`src/design/rope_pkg.sv`:
```
// Shared types, constants and helper functions for the rotary position embedding block.
// Used by every module under design/ except rope_ram.
package rope_pkg;

    localparam int IDX_W      = 6;
    localparam int IDX_EXT_W  = 9;
    localparam int POS_W      = 12;
    localparam int DATA_W     = 16;
    localparam int FREQ_W     = 32;
    localparam int CS_W       = 18;
    localparam int ACC_W      = 36;
    localparam int S_TDATA_W  = 88;
    localparam int M_TDATA_W  = 32;
    localparam int DIGIT_W    = 4;

    localparam int HALF_DIM_DEF      = 64;
    localparam int MAX_POSITIONS_DEF = 4096;
    localparam int CORDIC_STEPS_DEF  = 16;

    localparam logic signed [CS_W-1:0] CORDIC_GAIN = 18'sd19898;

    localparam logic OP_LOAD   = 1'b0;
    localparam logic OP_ROTATE = 1'b1;

    typedef enum logic [2:0] {
        ST_IDLE,
        ST_READ,
        ST_PHASE,
        ST_CORDIC,
        ST_ROTATE,
        ST_HOLD
    } rope_state_t;

    // Arctangent of 2^-i in units of 2^-32 turn
    function automatic logic [31:0] rope_atan(input logic [4:0] i);
        logic [31:0] a;
        unique case (i)
            5'd0:  a = 32'd536870912;
            5'd1:  a = 32'd316933406;
            5'd2:  a = 32'd167458907;
            5'd3:  a = 32'd85004756;
            5'd4:  a = 32'd42667331;
            5'd5:  a = 32'd21354465;
            5'd6:  a = 32'd10679838;
            5'd7:  a = 32'd5340245;
            5'd8:  a = 32'd2670163;
            5'd9:  a = 32'd1335087;
            5'd10: a = 32'd667544;
            5'd11: a = 32'd333772;
            5'd12: a = 32'd166886;
            5'd13: a = 32'd83443;
            5'd14: a = 32'd41722;
            5'd15: a = 32'd20861;
            5'd16: a = 32'd10430;
            5'd17: a = 32'd5215;
            5'd18: a = 32'd2608;
            5'd19: a = 32'd1304;
            5'd20: a = 32'd652;
            5'd21: a = 32'd326;
            5'd22: a = 32'd163;
            5'd23: a = 32'd81;
            default: a = 32'd0;
        endcase
        return a;
    endfunction

    // Round half up by 2^15 and clip to 16 bits; bit 16 flags clipping
    function automatic logic [DATA_W:0] rope_round_clip(input logic signed [ACC_W-1:0] acc);
        logic signed [ACC_W-1:0] t;
        logic [DATA_W:0] r;
        t = (acc + 36'sd16384) >>> 15;
        if (t > 36'sd32767) begin
            r = {1'b1, 16'h7fff};
        end else if (t < -36'sd32768) begin
            r = {1'b1, 16'h8000};
        end else begin
            r = {1'b0, t[DATA_W-1:0]};
        end
        return r;
    endfunction

endpackage

```
`src/design/rope_ram.sv`:
```
// Generic single-write, single-read RAM with registered read data.
// No dependencies.
module rope_ram #(
    parameter int WIDTH = 32,
    parameter int DEPTH = 64,
    parameter int AW    = (DEPTH > 1) ? $clog2(DEPTH) : 1
) (
    input  logic             aclk,
    input  logic             we,
    input  logic [AW-1:0]    waddr,
    input  logic [WIDTH-1:0] wdata,
    input  logic [AW-1:0]    raddr,
    output logic [WIDTH-1:0] rdata
);

    logic [WIDTH-1:0] mem [DEPTH];
    logic [WIDTH-1:0] rdata_reg;

    always_ff @(posedge aclk) begin
        if (we) begin
            mem[waddr] <= wdata;
        end
        rdata_reg <= mem[raddr];
    end

    assign rdata = rdata_reg;

endmodule

```
`src/design/rope_phase.sv`:
```
// Phase unit: position reduced modulo the position range one bit per cycle,
// then multiplied by the frequency one 4-bit digit per cycle. Uses rope_pkg.
module rope_phase #(
    parameter int MAX_POSITIONS = rope_pkg::MAX_POSITIONS_DEF
) (
    input  logic                       aclk,
    input  logic                       aresetn,
    input  logic                       start,
    input  logic [rope_pkg::POS_W-1:0]  pos,
    input  logic [rope_pkg::FREQ_W-1:0] freq,
    output logic                       done,
    output logic [rope_pkg::FREQ_W-1:0] phase
);
    import rope_pkg::*;

    localparam int MOD_STEPS = (MAX_POSITIONS < (1 << POS_W)) ? POS_W : 0;
    localparam int MUL_STEPS = POS_W / DIGIT_W;
    localparam int TOTAL     = MOD_STEPS + MUL_STEPS;
    localparam int SW        = $clog2(TOTAL);
    localparam int RW        = (MAX_POSITIONS > 1) ? $clog2(MAX_POSITIONS) + 1 : 1;

    logic              busy_reg, busy_next;
    logic              done_reg, done_next;
    logic [SW-1:0]     step_reg;
    logic [POS_W-1:0]  pos_reg;
    logic [RW-1:0]     rem_reg;
    logic [FREQ_W-1:0] freq_reg;
    logic [FREQ_W-1:0] acc_reg;
    logic [RW:0]       trial;
    logic [RW-1:0]     rem_next;
    logic              mod_active;
    logic              last_step;

    assign mod_active = step_reg < SW'(MOD_STEPS);
    assign last_step  = step_reg == SW'(TOTAL - 1);
    assign trial      = {rem_reg, pos_reg[POS_W-1]};
    assign rem_next   = (trial >= (RW+1)'(MAX_POSITIONS)) ?
                        RW'(trial - (RW+1)'(MAX_POSITIONS)) : RW'(trial);

    always_comb begin
        busy_next = busy_reg;
        done_next = 1'b0;
        if (start) begin
            busy_next = 1'b1;
        end else if (busy_reg && last_step) begin
            busy_next = 1'b0;
            done_next = 1'b1;
        end
    end

    always_ff @(posedge aclk) begin
        if (!aresetn) begin
            busy_reg <= 1'b0;
            done_reg <= 1'b0;
        end else begin
            busy_reg <= busy_next;
            done_reg <= done_next;
        end
    end

    always_ff @(posedge aclk) begin
        if (start) begin
            step_reg <= '0;
            pos_reg  <= pos;
            rem_reg  <= '0;
            freq_reg <= freq;
            acc_reg  <= '0;
        end else if (busy_reg) begin
            step_reg <= step_reg + SW'(1);
            if (mod_active) begin
                rem_reg <= rem_next;
                // after the last division step the remainder becomes the multiplier
                if (step_reg == SW'(MOD_STEPS - 1)) begin
                    pos_reg <= POS_W'(rem_next);
                end else begin
                    pos_reg <= pos_reg << 1;
                end
            end else begin
                acc_reg <= FREQ_W'({acc_reg, {DIGIT_W{1'b0}}}
                           + freq_reg * pos_reg[POS_W-1 -: DIGIT_W]);
                pos_reg <= pos_reg << DIGIT_W;
            end
        end
    end

    assign done  = done_reg;
    assign phase = acc_reg;

endmodule

```
`src/design/rope_cordic.sv`:
```
// Iterative CORDIC: one shift-add micro-rotation per cycle, then quadrant fold.
// Uses rope_pkg for the arctangent table and the gain constant.
module rope_cordic #(
    parameter int CORDIC_STEPS = rope_pkg::CORDIC_STEPS_DEF
) (
    input  logic                             aclk,
    input  logic                             aresetn,
    input  logic                             start,
    input  logic [rope_pkg::FREQ_W-1:0]       phase,
    output logic                             done,
    output logic signed [rope_pkg::CS_W-1:0]  cos_out,
    output logic signed [rope_pkg::CS_W-1:0]  sin_out
);
    import rope_pkg::*;

    localparam int CW = $clog2(CORDIC_STEPS);

    logic                     busy_reg, busy_next;
    logic                     done_reg, done_next;
    logic [CW-1:0]            step_reg;
    logic signed [CS_W-1:0]   x_reg, y_reg;
    logic signed [FREQ_W-1:0] z_reg;
    logic [1:0]               quad_reg;
    logic signed [CS_W-1:0]   dx, dy;
    logic signed [FREQ_W-1:0] angle;
    logic                     last_step;

    assign last_step = step_reg == CW'(CORDIC_STEPS - 1);
    assign dx        = y_reg >>> step_reg;
    assign dy        = x_reg >>> step_reg;
    assign angle     = $signed(rope_atan(5'(step_reg)));

    always_comb begin
        busy_next = busy_reg;
        done_next = 1'b0;
        if (start) begin
            busy_next = 1'b1;
        end else if (busy_reg && last_step) begin
            busy_next = 1'b0;
            done_next = 1'b1;
        end
    end

    always_ff @(posedge aclk) begin
        if (!aresetn) begin
            busy_reg <= 1'b0;
            done_reg <= 1'b0;
        end else begin
            busy_reg <= busy_next;
            done_reg <= done_next;
        end
    end

    always_ff @(posedge aclk) begin
        if (start) begin
            step_reg <= '0;
            x_reg    <= CORDIC_GAIN;
            y_reg    <= '0;
            z_reg    <= $signed({2'b00, phase[FREQ_W-3:0]});
            quad_reg <= phase[FREQ_W-1 -: 2];
        end else if (busy_reg) begin
            step_reg <= step_reg + CW'(1);
            if (!z_reg[FREQ_W-1]) begin
                x_reg <= x_reg - dx;
                y_reg <= y_reg + dy;
                z_reg <= z_reg - angle;
            end else begin
                x_reg <= x_reg + dx;
                y_reg <= y_reg - dy;
                z_reg <= z_reg + angle;
            end
        end
    end

    always_comb begin
        case (quad_reg)
            2'd0: begin
                cos_out = x_reg;
                sin_out = y_reg;
            end
            2'd1: begin
                cos_out = -y_reg;
                sin_out = x_reg;
            end
            2'd2: begin
                cos_out = -x_reg;
                sin_out = -y_reg;
            end
            default: begin
                cos_out = y_reg;
                sin_out = -x_reg;
            end
        endcase
    end

    assign done = done_reg;

endmodule

```
`src/design/rope_rotate.sv`:
```
// Final rotation: four products through one shared multiplier, accumulated,
// then rounded and clipped. Uses rope_pkg.
module rope_rotate (
    input  logic                               aclk,
    input  logic                               aresetn,
    input  logic                               start,
    input  logic signed [rope_pkg::DATA_W-1:0]  x1,
    input  logic signed [rope_pkg::DATA_W-1:0]  x2,
    input  logic signed [rope_pkg::CS_W-1:0]    cos_in,
    input  logic signed [rope_pkg::CS_W-1:0]    sin_in,
    output logic                               done,
    output logic signed [rope_pkg::DATA_W-1:0]  r1,
    output logic signed [rope_pkg::DATA_W-1:0]  r2,
    output logic                               sat
);
    import rope_pkg::*;

    localparam int LAST = 5;

    logic                     busy_reg, busy_next;
    logic                     done_reg, done_next;
    logic [2:0]               step_reg;
    logic signed [DATA_W-1:0] mul_a;
    logic signed [CS_W-1:0]   mul_b;
    logic signed [ACC_W-1:0]  prod_reg;
    logic signed [ACC_W-1:0]  acc1_reg, acc2_reg;
    logic [DATA_W:0]          c1, c2;
    logic signed [DATA_W-1:0] r1_reg, r2_reg;
    logic                     sat_reg;

    always_comb begin
        case (step_reg)
            3'd0: begin
                mul_a = x1;
                mul_b = cos_in;
            end
            3'd1: begin
                mul_a = x2;
                mul_b = sin_in;
            end
            3'd2: begin
                mul_a = x2;
                mul_b = cos_in;
            end
            default: begin
                mul_a = x1;
                mul_b = sin_in;
            end
        endcase
    end

    assign c1 = rope_round_clip(acc1_reg);
    assign c2 = rope_round_clip(acc2_reg);

    always_comb begin
        busy_next = busy_reg;
        done_next = 1'b0;
        if (start) begin
            busy_next = 1'b1;
        end else if (busy_reg && step_reg == 3'(LAST)) begin
            busy_next = 1'b0;
            done_next = 1'b1;
        end
    end

    always_ff @(posedge aclk) begin
        if (!aresetn) begin
            busy_reg <= 1'b0;
            done_reg <= 1'b0;
        end else begin
            busy_reg <= busy_next;
            done_reg <= done_next;
        end
    end

    always_ff @(posedge aclk) begin
        if (start) begin
            step_reg <= '0;
        end else if (busy_reg) begin
            step_reg <= step_reg + 3'd1;
            prod_reg <= ACC_W'(mul_a * mul_b);
            case (step_reg)
                3'd1: acc1_reg <= prod_reg;
                3'd2: acc1_reg <= acc1_reg - prod_reg;
                3'd3: acc2_reg <= prod_reg;
                3'd4: acc2_reg <= acc2_reg + prod_reg;
                3'd5: begin
                    r1_reg  <= c1[DATA_W-1:0];
                    r2_reg  <= c2[DATA_W-1:0];
                    sat_reg <= c1[DATA_W] | c2[DATA_W];
                end
                default: ;
            endcase
        end
    end

    assign done = done_reg;
    assign r1   = r1_reg;
    assign r2   = r2_reg;
    assign sat  = sat_reg;

endmodule

```
`src/design/rotary_position_embedding.sv`:
```
// Rotary position embedding for one element pair per item. A load item
// (tuser 0) writes one frequency table entry, or nothing if its index is not
// below HALF_DIM; the input stays ready. A rotate item (tuser 1) reads its
// entry, forms the phase in a digit-serial multiplier (three 4-bit digits,
// plus twelve bit steps of position reduction when MAX_POSITIONS is below
// 4096), runs CORDIC_STEPS iterations of one shift-add CORDIC unit and four
// products on one shared multiplier, and holds the input side meanwhile.
// The result sits in an output register, so the next item is taken while it
// waits. Rotating with a never-written entry gives undefined results.
module rotary_position_embedding #(
    parameter int HALF_DIM      = rope_pkg::HALF_DIM_DEF,
    parameter int MAX_POSITIONS = rope_pkg::MAX_POSITIONS_DEF,
    parameter int CORDIC_STEPS  = rope_pkg::CORDIC_STEPS_DEF
) (
    input  logic                           aclk,
    input  logic                           aresetn,
    input  logic                           s_tvalid,
    output logic                           s_tready,
    // pair_index[5:0], position[17:6], first_value[33:18], second_value[49:34],
    // frequency[81:50], zero fill
    input  logic [rope_pkg::S_TDATA_W-1:0] s_tdata,
    // operation
    input  logic [0:0]                     s_tuser,
    output logic                           m_tvalid,
    input  logic                           m_tready,
    // first_rotated[15:0], second_rotated[31:16]
    output logic [rope_pkg::M_TDATA_W-1:0] m_tdata,
    // saturated
    output logic [0:0]                     m_tuser
);
    import rope_pkg::*;

    localparam int AW = (HALF_DIM > 1) ? $clog2(HALF_DIM) : 1;

    rope_state_t state_reg, state_next;

    logic [IDX_W-1:0]         in_idx;
    logic [POS_W-1:0]         in_pos;
    logic [FREQ_W-1:0]        in_freq;
    logic [IDX_EXT_W-1:0]     idx_ext;
    logic                     in_table;
    logic                     s_xfer, m_xfer;

    logic [POS_W-1:0]         pos_reg;
    logic signed [DATA_W-1:0] x1_reg, x2_reg;
    logic                     hit_reg;

    logic                     ram_we;
    logic [FREQ_W-1:0]        ram_rdata;

    logic                     phase_start, phase_done;
    logic [FREQ_W-1:0]        phase;
    logic                     cordic_start, cordic_done;
    logic signed [CS_W-1:0]   cos_v, sin_v;
    logic                     rot_start, rot_done;
    logic signed [DATA_W-1:0] r1, r2;
    logic                     sat;

    logic                     m_valid_reg, m_valid_next;
    logic                     out_load;
    logic [M_TDATA_W-1:0]     m_data_reg;
    logic                     m_sat_reg;

    assign in_idx   = s_tdata[5:0];
    assign in_pos   = s_tdata[17:6];
    assign in_freq  = s_tdata[81:50];
    assign idx_ext  = IDX_EXT_W'(in_idx);
    assign in_table = idx_ext < IDX_EXT_W'(HALF_DIM);

    assign s_tready = state_reg == ST_IDLE;
    assign s_xfer   = s_tvalid && s_tready;
    assign m_xfer   = m_valid_reg && m_tready;
    assign ram_we   = s_xfer && s_tuser[0] == OP_LOAD && in_table;

    rope_ram #(
        .WIDTH (FREQ_W),
        .DEPTH (HALF_DIM)
    ) u_table (
        .aclk  (aclk),
        .we    (ram_we),
        .waddr (idx_ext[AW-1:0]),
        .wdata (in_freq),
        .raddr (idx_ext[AW-1:0]),
        .rdata (ram_rdata)
    );

    rope_phase #(
        .MAX_POSITIONS (MAX_POSITIONS)
    ) u_phase (
        .aclk    (aclk),
        .aresetn (aresetn),
        .start   (phase_start),
        .pos     (pos_reg),
        .freq    (hit_reg ? ram_rdata : '0),
        .done    (phase_done),
        .phase   (phase)
    );

    rope_cordic #(
        .CORDIC_STEPS (CORDIC_STEPS)
    ) u_cordic (
        .aclk    (aclk),
        .aresetn (aresetn),
        .start   (cordic_start),
        .phase   (phase),
        .done    (cordic_done),
        .cos_out (cos_v),
        .sin_out (sin_v)
    );

    rope_rotate u_rotate (
        .aclk    (aclk),
        .aresetn (aresetn),
        .start   (rot_start),
        .x1      (x1_reg),
        .x2      (x2_reg),
        .cos_in  (cos_v),
        .sin_in  (sin_v),
        .done    (rot_done),
        .r1      (r1),
        .r2      (r2),
        .sat     (sat)
    );

    always_comb begin
        state_next   = state_reg;
        phase_start  = 1'b0;
        cordic_start = 1'b0;
        rot_start    = 1'b0;
        out_load     = 1'b0;
        unique case (state_reg)
            ST_IDLE: begin
                if (s_xfer && s_tuser[0] == OP_ROTATE) begin
                    state_next = ST_READ;
                end
            end
            ST_READ: begin
                phase_start = 1'b1;
                state_next  = ST_PHASE;
            end
            ST_PHASE: begin
                if (phase_done) begin
                    cordic_start = 1'b1;
                    state_next   = ST_CORDIC;
                end
            end
            ST_CORDIC: begin
                if (cordic_done) begin
                    rot_start  = 1'b1;
                    state_next = ST_ROTATE;
                end
            end
            ST_ROTATE: begin
                if (rot_done) begin
                    if (!m_valid_reg || m_tready) begin
                        out_load   = 1'b1;
                        state_next = ST_IDLE;
                    end else begin
                        state_next = ST_HOLD;
                    end
                end
            end
            ST_HOLD: begin
                // result waits in the rotate unit until the output register frees
                if (!m_valid_reg || m_tready) begin
                    out_load   = 1'b1;
                    state_next = ST_IDLE;
                end
            end
            default: state_next = ST_IDLE;
        endcase
    end

    always_comb begin
        m_valid_next = m_valid_reg;
        if (out_load) begin
            m_valid_next = 1'b1;
        end else if (m_xfer) begin
            m_valid_next = 1'b0;
        end
    end

    always_ff @(posedge aclk) begin
        if (!aresetn) begin
            state_reg   <= ST_IDLE;
            m_valid_reg <= 1'b0;
        end else begin
            state_reg   <= state_next;
            m_valid_reg <= m_valid_next;
        end
    end

    always_ff @(posedge aclk) begin
        if (s_xfer) begin
            pos_reg <= in_pos;
            x1_reg  <= $signed(s_tdata[33:18]);
            x2_reg  <= $signed(s_tdata[49:34]);
            hit_reg <= in_table;
        end
        if (out_load) begin
            m_data_reg <= {r2, r1};
            m_sat_reg  <= sat;
        end
    end

    assign m_tvalid = m_valid_reg;
    assign m_tdata  = m_data_reg;
    assign m_tuser  = m_sat_reg;

endmodule

```
`config.mk`:
```
export PLATFORM = sky130hd
export DESIGN_NAME = rotary_position_embedding
export DESIGN_NICKNAME = d
export VERILOG_FILES = /design/src/design/rope_pkg.sv /design/src/design/rope_ram.sv /design/src/design/rope_phase.sv /design/src/design/rope_cordic.sv /design/src/design/rope_rotate.sv /design/src/design/rotary_position_embedding.sv
export SDC_FILE = /design/constraint.sdc
export NUM_CORES = 2
export LEC_CHECK = 0
export ABC_CLOCK_PERIOD_IN_PS = 10000
export BUFFER_PORTS_ARGS = -buffer_cell sky130_fd_sc_hd__buf_2
export CAP_MARGIN = 20
export CORE_AREA = 5 5 420 463
export DETAILED_ROUTE_END_ITERATION = 10
export DIE_AREA = 0 0 425 468
export MAX_ROUTING_LAYER = met4
export PLACE_DENSITY = 0.87
export SYNTH_ARGS = -nofsm -noshare
export SYNTH_HDL_FRONTEND = slang
export SYNTH_HIERARCHICAL = 1
export SYNTH_SLANG_ARGS = --single-unit
```
`constraint.sdc`:
```
create_clock -name aclk -period 10 [get_ports aclk]
set_input_delay 1 -clock aclk [delete_from_list [all_inputs] [get_ports aclk]]
set_output_delay 1 -clock aclk [all_outputs]
set_load 0.1 [all_outputs]
```
==> run metrics <==
outcome finished clean; Setup TNS Final 0 ns; CP Capture Type flip-flop; RePlAce Congestion 0.926; clock buffer depth 3; Post-synth EDFFs 2340; asr flop ratio synth 0; Yosys reg bits 2491; CP max stage delay 0.57 ns; DR WL met2 176 mm; first-pass GRT wire length 506 mm; TritonRoute pass-1 iters 6; Final ANT Viol Nets 0; CP max-delay cell fa_1; CP arrival 10.11 ns; PortBufs 121; Ports 128; routed wl met3 40.7 mm; GR Overflow Total 0; vias per cell 6.99; final wirelength 355 mm; Final Hold Fails 0; H-tree depth reported by CTS 4; Max-cap violations 0; fin nets 8727; syn_nets 8563; CP max FO 9; DRC 0; initial core utilization 0.635; Area Overhead vs Synth 10.4%; post-CTS setup buffers 0; vias in the first global route 75900; Synth warnings 6; RSZ-0062 raised after global routing no; crit path time final 9.49 ns; CTS tree done; total CTS buffers 227; CP required 10.61 ns; critical path launch point type flip-flop; root buf cell clkbuf_16; skew final 0.0841 ns; final worst path period share 0.949; worst skew pair latency 0.93 ns; Netlist cell types 104; Worst-path clk slew 0.07 ns; Synth Instances 7817; WS Path Type flip-flop to flip-flop; row count 168; largest net degree at the start of global routing 110; Die ar. 199000 um2; Crit path top cell by count fa_1; M1 WL 109 mm; max_slew headroom 0.162; Top Layer Used met4; die width 425 um; max-slew violations 0; worst-margin pin slew 1.25 ns; initial antenna violation count 21; worst hold-check path type primary input to flip-flop; post-synthesis sequential area ratio 0.609; vias 75100; Sink Count 2491; fmax 105 MHz; synthesized area 120000 um2; layout cells sized above 1 0.174; syn_area_per_cell 15.4 um2; DR WL/cell 33.0 um; Die Span Y 468 um; Largest register FFs 2048; All-Layer GR Usage 0.362; core area 190000 um2; prevailing post-synth register cell edfxtp_1; initial DRC count 11700; DP HPWL 200 mm; Final setup violation count 0
[cells in the final DEF, fill, tap and decap left out, types with 68 or more instances in the layout]
cell type | synthesis | routed
mux2i_1 | 174 | 173
clkbuf_16 | 0 | 231
and2_1 | 136 | 135
buf_4 | 27 | 140
nor2_1 | 527 | 462
edfxtp_1 | 2340 | 2340
a21o_1 | 90 | 90
ha_1 | 274 | 274
nor3_1 | 71 | 68
xor2_1 | 133 | 133
fa_1 | 379 | 379
xnor2_1 | 176 | 176
a21oi_1 | 297 | 296
dfxtp_1 | 151 | 147
o21ai_0 | 245 | 245
o22ai_1 | 92 | 92
nand2_1 | 430 | 429
buf_2 | 70 | 117
mux4_2 | 584 | 584
nand3_1 | 78 | 78
inv_1 | 563 | 563
[worst paths after layout]
path	start	endpoint	slack, ns	cells past startpoint
worst max register to register	u_cordic/y_reg[1]$_SDFFE_PP0P_	u_rotate/prod_reg[33]$_DFFE_PP_	0.51	33
worst max-delay path	u_cordic/y_reg[1]$_SDFFE_PP0P_	u_rotate/prod_reg[33]$_DFFE_PP_	0.51	33
worst min-delay path	s_tdata[13]	pos_reg[7]$_DFFE_PN_	0.29	1
worst min register to register	u_table/rdata[20]$_DFF_P_	u_phase/freq_reg[20]$_DFFE_PP_	0.38	0
[routing by layer]
| metal | GRT usage | vias to the layer above |
|---|---|---|
| met4 | 0.237 | 0 |
| met5 | - | - |
| li1 | - | 29800 |
| met3 | 0.0720 | 1702 |
| met1 | 0.411 | 37200 |
| met2 | 0.590 | 6403 |
[stage by stage]
step	hold slack (ns)	std cells	area [um2]	worst slack (ns)	utilization
4_1_cts	0.227	10700	132000	0.362	0.696
3_5_place_dp	0.389	10300	124000	0.402	0.655
2_1_floorplan	0.386	7817	120000	0.951	-
3_3_place_gp	0.389	10300	124000	0.549	0.655
6_report	0.293	10700	133000	0.508	0.701
5_1_grt	0.252	10700	133000	0.0285	0.701
[worst max-delay path, delay by kind of cell, from the launching register on]
family                     cells  cell delay (ns)
xor gates and xnor gates       2             0.19
muxes                          2             0.64
and+or+nand+nor               13             3.55
AOI/OAI and AO/OA              2             0.39
DFF                            1             0.40
buffers and inverters          6             0.51
adders and majority gates      8             3.57
[logic make-up after synthesis]
family / count (synthesis) / synth area share
XOR/XNOR: 310 / 0.0227
flip-flops: 2491 / 0.609
multiplexers: 806 / 0.128
AO/OA/AOI/OAI: 1079 / 0.0569
buffers and inverters: 929 / 0.0311
adder cells (fa/ha/maj): 653 / 0.0915
AND/OR/NAND/NOR: 1549 / 0.0605
[timing repair]
item	4_1_cts	5_1_grt
resized for setup	0	3
setup endpoints to repair	0	3
hold buffers	0	0
[cell usage after synthesis, types with 58 or more instances]
cell type,instances,share of area
o21ai_0,245,0.010
clkbuf_1,219,0.0068
and2_1,136,0.0071
buf_2,70,0.0029
nand2b_1,58,0.0030
mux4_2,584,0.11
nand3_1,78,0.0032
dfxtp_1,151,0.025
nor3_1,71,0.0030
nor2_1,527,0.016
o22ai_1,92,0.0048
nand2_1,430,0.013
a21oi_1,297,0.012
mux2i_1,174,0.014
edfxtp_1,2340,0.58
ha_1,274,0.028
xor2_1,133,0.0097
nor2b_1,65,0.0034
fa_1,379,0.063
inv_1,563,0.018
xnor2_1,176,0.013
a21o_1,90,0.0056
[cell type report]
type	instances	area, um2
clock inverter	148	1770
sequential	2491	73300
multi-input combinational	4397	43900
clock buffer	278	6070
tap	2550	3190
timing repair buffer	299	2470
antenna	17	42.5
fill	11300	56800
inverter	565	2120
Power is not shown: default switching activity piles up to over one toggle a cycle in this logic, so the estimate is an artifact.
